### src/hdl/ltc_pkg.sv
// shared types and constants of the lru tag cache
`default_nettype none

package ltc_pkg;

	localparam int DEF_NUM_ENTRIES = 512;
	localparam int DEF_KEY_BITS    = 64;

	localparam int KEY_W     = 64;
	localparam int SLOT_W    = 9;
	localparam int ENT_OUT_W = 10;
	localparam int STAMP_W   = 32;
	localparam int STAT_W    = 32;

	localparam logic ACT_LOOKUP = 1'b0;
	localparam logic ACT_INSERT = 1'b1;

	typedef enum logic [1:0] {
		ST_IDLE,
		ST_SCAN,
		ST_FIN
	} ltc_state_t;

	// outcome of one finished request
	typedef struct packed {
		logic hit;
		logic miss;
		logic fill;
		logic evict;
	} ltc_flags_t;

endpackage

`default_nettype wire

### src/hdl/ltc_ctrl.sv
// request sequencer: scans the entry memory and writes back the chosen row
`default_nettype none

module ltc_ctrl import ltc_pkg::*; #(
	parameter int NUM_ENTRIES = DEF_NUM_ENTRIES,
	parameter int KEY_BITS    = DEF_KEY_BITS,
	localparam int IDX_W = $clog2(NUM_ENTRIES),
	localparam int CNT_W = $clog2(NUM_ENTRIES + 1),
	localparam int ROW_W = KEY_BITS + STAMP_W
) (
	input  wire logic               clk,
	input  wire logic               arst_n,
	input  wire logic               start,
	input  wire logic               action,
	input  wire logic [KEY_W-1:0]   key,
	input  wire logic               count_miss,
	input  wire logic [CNT_W-1:0]   entries,
	input  wire logic [STAMP_W-1:0] tick,
	output logic                    busy,
	output logic                    fin,
	output ltc_flags_t              flags,
	output logic      [IDX_W-1:0]   slot,
	output logic                    wr_en,
	output logic      [IDX_W-1:0]   wr_addr,
	output logic      [ROW_W-1:0]   wr_data,
	output logic                    rd_en,
	output logic      [IDX_W-1:0]   rd_addr,
	input  wire logic [ROW_W-1:0]   rd_data
);

	ltc_state_t state_q, state_d;

	logic                act_q, cm_q, fill_q, hit_q;
	logic [KEY_BITS-1:0] key_q;
	logic [IDX_W-1:0]    addr_q, last_q, slot_q, addr_s1;
	logic                iss_q, vld_s1;
	logic [STAMP_W-1:0]  min_q;

	logic                has_free, empty;
	logic [KEY_BITS-1:0] rd_key;
	logic [STAMP_W-1:0]  rd_stamp;
	logic                match, at_last;

	assign has_free = entries < CNT_W'(NUM_ENTRIES);
	assign empty    = entries == '0;
	assign rd_key   = rd_data[ROW_W-1:STAMP_W];
	assign rd_stamp = rd_data[STAMP_W-1:0];
	assign match    = rd_key == key_q;
	assign at_last  = addr_s1 == last_q;

	// next state
	always_comb begin
		state_d = state_q;
		case (state_q)
			ST_IDLE: begin
				if (start) begin
					if (action == ACT_LOOKUP) begin
						state_d = empty ? ST_FIN : ST_SCAN;
					end else begin
						state_d = has_free ? ST_FIN : ST_SCAN;
					end
				end
			end
			ST_SCAN: begin
				if (vld_s1) begin
					if (act_q == ACT_LOOKUP) begin
						if (match || at_last) begin
							state_d = ST_FIN;
						end
					end else if (at_last) begin
						state_d = ST_FIN;
					end
				end
			end
			ST_FIN: begin
				state_d = ST_IDLE;
			end
			default: begin
				state_d = ST_IDLE;
			end
		endcase
	end

	// outputs
	always_comb begin
		busy        = state_q != ST_IDLE;
		rd_en       = (state_q == ST_SCAN) && iss_q;
		rd_addr     = addr_q;
		fin         = state_q == ST_FIN;
		wr_en       = fin && (hit_q || (act_q == ACT_INSERT));
		wr_addr     = slot_q;
		wr_data     = {key_q, tick + STAMP_W'(1)};
		slot        = slot_q;
		flags.hit   = hit_q;
		flags.miss  = (act_q == ACT_LOOKUP) && !hit_q && cm_q;
		flags.fill  = (act_q == ACT_INSERT) && fill_q;
		flags.evict = (act_q == ACT_INSERT) && !fill_q;
	end

	always_ff @(posedge clk or negedge arst_n) begin
		if (!arst_n) begin
			state_q <= ST_IDLE;
			iss_q   <= 1'b0;
			vld_s1  <= 1'b0;
		end else begin
			state_q <= state_d;
			vld_s1  <= (state_q == ST_SCAN) && iss_q;
			if (state_q == ST_IDLE) begin
				iss_q <= 1'b1;
			end else if ((state_q == ST_SCAN) && iss_q && (addr_q == last_q)) begin
				iss_q <= 1'b0;
			end
		end
	end

	always_ff @(posedge clk) begin
		addr_s1 <= addr_q;
		if ((state_q == ST_IDLE) && start) begin
			act_q  <= action;
			cm_q   <= count_miss;
			key_q  <= key[KEY_BITS-1:0];
			addr_q <= '0;
			min_q  <= '1;
			hit_q  <= 1'b0;
			fill_q <= has_free;
			slot_q <= ((action == ACT_INSERT) && has_free) ? IDX_W'(entries) : '0;
			last_q <= (action == ACT_LOOKUP) ? IDX_W'(entries - CNT_W'(1))
			                                 : IDX_W'(NUM_ENTRIES - 1);
		end else if (state_q == ST_SCAN) begin
			if (iss_q) begin
				addr_q <= addr_q + IDX_W'(1);
			end
			if (vld_s1) begin
				if (act_q == ACT_LOOKUP) begin
					if (match) begin
						hit_q  <= 1'b1;
						slot_q <= addr_s1;
					end
				end else if (rd_stamp < min_q) begin
					// strict compare keeps the lowest index on ties
					min_q  <= rd_stamp;
					slot_q <= addr_s1;
				end
			end
		end
	end

endmodule

`default_nettype wire

### config.mk
export PLATFORM = sky130hd
export DESIGN_NAME = ltc_ctrl
export DESIGN_NICKNAME = d
export VERILOG_FILES = /design/src/hdl/ltc_pkg.sv /design/src/hdl/ltc_ctrl.sv
export SDC_FILE = /design/constraint.sdc
export NUM_CORES = 1
export LEC_CHECK = 0
export BUFFER_PORTS_ARGS = -buffer_cell sky130_fd_sc_hd__buf_2
export CAP_MARGIN = 5
export CORE_AREA = 2 2 130 132
export CTS_CLUSTER_SIZE = 40
export DETAILED_ROUTE_END_ITERATION = 16
export DIE_AREA = 0 0 132 134
export PLACE_DENSITY = 0.77
export SKIP_CTS_REPAIR_TIMING = 1
export SYNTH_ARGS = -nofsm -noshare
export SYNTH_HDL_FRONTEND = slang
export SYNTH_SLANG_ARGS = --single-unit
### constraint.sdc
create_clock -name clk -period 10.9 [get_ports clk]
set_clock_uncertainty 0.15 [all_clocks]
set_input_delay 2.18 -clock clk [delete_from_list [all_inputs] [get_ports clk]]
set_output_delay 2.18 -clock clk [all_outputs]
set_load 0.03 [all_outputs]
==> flow_metrics.py <==
metrics = {
    "final_layout": {
        "syn_to_final_growth_pct": 33.8,
        "seqCellArea_um2": 3670,
        "fin_cells": 1232,
        "multi_input_area_um2": 3200,
        "final_nets": 1237,
        "final_util_pct": 59.4,
        "drive_gt1_share_pct": 37.7,
        "n_fill_cell": 1406,
    },
    "synthesis": {
        "synth_area_leader_cell": "edfxtp_1",
        "yosysMostFrequentCell": "edfxtp_1",
        "synth_edf_count": 85,
        "synth_xor_area_share_pct": 13.1,
        "synth-main-ff-cell": "edfxtp_1",
        "synthMuxAreaShare_pct": 0.277,
        "yosys-top-cells-count": "85 x edfxtp_1, 70 x xor2_1, 63 x o211ai_1",
        "synth_cells": 667,
        "syn_area_per_cell_um2": 10.8,
        "netlist.area_leader.share_pct": 35.3,
        "ys_seq_area_share_pct": 50.8,
        "yosys_warnings": 0,
        "synth_fa_ha_area_share_pct": 5.89,
        "ys_top_cells_by_area": "edfxtp_1 35%, dfxtp_1 14%, xor2_1 8.5%, o211ai_1 6.5%, ha_1 5.9%",
        "synth-async-reset-ratio_pct": 2.86,
        "syn_area_um2": 7230,
        "synth_top_family_by_area": "simple AND/OR/NAND/NOR gates",
        "synth-seq-cells": 140,
        "synth-simple-area-share_pct": 13.3,
        "yosysUniqueCellTypes": 49,
        "syn_nets": 908,
        "synth_compound_area_share_pct": 11.6,
    },
    "grt": {
        "grt_antenna_before_repair": 3,
        "grt_pass1_wl_um": 32700,
        "first_global_vias": 6229,
        "grt_max_degree": 69,
        "grt_use_total_pct": 24.0,
        "overflow": 0,
    },
    "placed_design": {
        "gp_congestion": 0.909,
        "dp.cells": 1197,
        "dp_worst_setup_slack_ns": 4.70,
        "port_buffers": 337,
        "dp_hpwl_um": 17000,
    },
    "floorplan": {
        "std_cell_rows": 47,
        "die_w_um": 132,
        "ios": 338,
        "start_util_pct": 44.4,
        "dieArea_um2": 17700,
        "die_h_um": 134,
        "core_um2": 16300,
    },
    "pwr": {
        "seqPwrFrac_pct": 37.5,
        "totalPowerFinal_uw": 2230,
        "leakage_uw": 0.00433,
        "power_switching_uw": 859,
        "power.density_nw_per_um2": 230,
        "power_frac_clock_pct": 25.9,
        "peakVddDrop_uv": 146,
        "p_int_uw": 1370,
        "comb_power_share_pct": 36.6,
        "netSwitchingFraction_pct": 38.6,
    },
    "route": {
        "firstDrtPassIters": 4,
        "drc": 0,
        "routed_wl_um": 21700,
        "postRouteAntennaNets": 0,
        "drt_first_iter_violations": 412,
        "wl_per_cell_um": 17.7,
        "vias": 6294,
        "vias_per_cell": 5.11,
    },
    "cts": {
        "path_clk_slew_ns": 0.06,
        "clock_path_buffers": 2,
        "cts.sinks": 140,
        "insertion_delay_ns": 0.42,
        "cts_tree": "built",
        "htree_num_levels": 4,
        "cts_buffers": 17,
        "cts_root_buffer": "clkbuf_16",
    },
    "setup_path": {
        "r2r_setup_slack_ns": 7.74,
        "crit_path_start_kind": "primary input",
        "cp.arrival_ns": 3.87,
        "critPathRequiredTime_ns": 8.57,
        "crit_type": "in2out",
        "end_kind": "primary output",
        "cp_max_fo": 5,
    },
    "hold_path": {
        "hold_path_class": "reg2reg",
    },
    "run": {
        "cap_violations": 0,
    },
    "run_status": {
        "status": "finished clean",
    },
    "timing": {
        "worst_slew_pin_slew_ns": 1.08,
        "final_max_slew_viol_count": 0,
        "layout_setup_ws_ns": 4.70,
        "finalSetupViolations": 0,
        "min_period_over_period_pct": 56.9,
        "period_minus_slack_ns": 6.20,
        "rsz0062_at_grt": "no",
        "hold_viol": 0,
        "max_freq_mhz": 161,
        "max_slew_margin_pct": 26.1,
        "totalNegativeSetupSlack_ns": 0,
    },
}
## per-stage QoR
step / cell area [µm²] / hold WS [ns]
after floorplan: 7230 / 0.302
after global placement: 9070 / 0.265
after detailed placement: 9070 / 0.267
after CTS: 9660 / 0.280
after global routing: 9670 / 0.296
final: 9670 / 0.282
## routing by layer
metal | track usage (%) | wire, µm
met1 | 28.3 | 9060
met2 | 39.5 | 10300
met3 | 8.92 | 1870
met4 | 10.4 | 510
met5 | 0 | 0
## sequential cells by signal (all words and copies together), names as in the netlist, 2 cells and up
| name | count |
|---|---|
| addr_s1 | 9 |
| slot | 9 |
| min_q | 32 |
| key_q | 64 |
| rd_addr | 9 |
| state_q | 2 |
| last_q | 9 |
## path summary, 6_finish.rpt
kind | start | end | cells past startpoint
min in group asynchronous | arst_n | vld_s1 | 1
max | tick[8] | wr_data[21] | 8
max reg2reg | key_q[42] | slot[8] | 6
min | rd_addr[5] | addr_s1[5] | 0
min reg2reg | rd_addr[5] | addr_s1[5] | 0
max in group asynchronous | arst_n | state_q[0] | 1
## area by class of cell
type / count / share of cell area (%)
Sequential cell: 140 / 38.0
Multi-Input combinational cell: 442 / 33.1
Timing Repair Buffer: 343 / 17.9
Clock buffer: 17 / 4.40
Tap cell: 220 / 2.85
Inverter: 52 / 2.03
Clock inverter: 15 / 1.67
Antenna cell: 3 / 0.0776
## power groups by stage
stage / Combinational, µW / Clock, µW / Sequential, µW
after floorplan: 471 / 0 / 948
after global routing: 892 / 605 / 855
final: 815 / 576 / 834
after detailed placement: 814 / 0 / 845
after global placement: 799 / 0 / 841
after CTS: 819 / 586 / 836
## worst max-delay path, cell delays in order
cell and delay [ns]:
buf_2 0.13, nand4_1 0.12, nor2_1 0.26, nand4_1 0.20
nor2_1 0.37, nand2_1 0.12, xnor2_1 0.23, buf_2 0.24
## cell usage in the layout, fill, tap and decap left out, types with 4 or more instances in the layout
cell | netlist | final
buf_2 | 5 | 337
edfxtp_1 | 85 | 85
xor2_1 | 70 | 70
o211ai_1 | 63 | 63
inv_1 | 52 | 51
dfxtp_1 | 51 | 51
nand2_1 | 43 | 43
xnor2_1 | 38 | 38
ha_1 | 34 | 34
nand4_1 | 24 | 24
nand3_1 | 22 | 22
nor2_1 | 21 | 21
a21oi_1 | 17 | 17
clkbuf_16 | 0 | 17
nor2b_1 | 14 | 14
nor4_1 | 13 | 13
nand2b_1 | 11 | 11
and3_1 | 9 | 9
nor3_1 | 9 | 9
buf_4 | 10 | 6
or3_1 | 5 | 5
inv_6 | 0 | 5
o21ai_0 | 4 | 4
clkinv_2 | 0 | 4
o21a_1 | 4 | 4
a21o_1 | 4 | 4
o22ai_1 | 4 | 4
a2111oi_0 | 4 | 4
dfrtp_1 | 4 | 4
## cells by family after synthesis
group,count (synthesis)
multiplexers,2
AO/OA/AOI/OAI,115
XOR/XNOR,108
flip-flops,140
adder cells (fa/ha/maj),34
AND/OR/NAND/NOR,183
buffers and inverters,85
No activity file was read; power rests on OpenSTA's default activity.
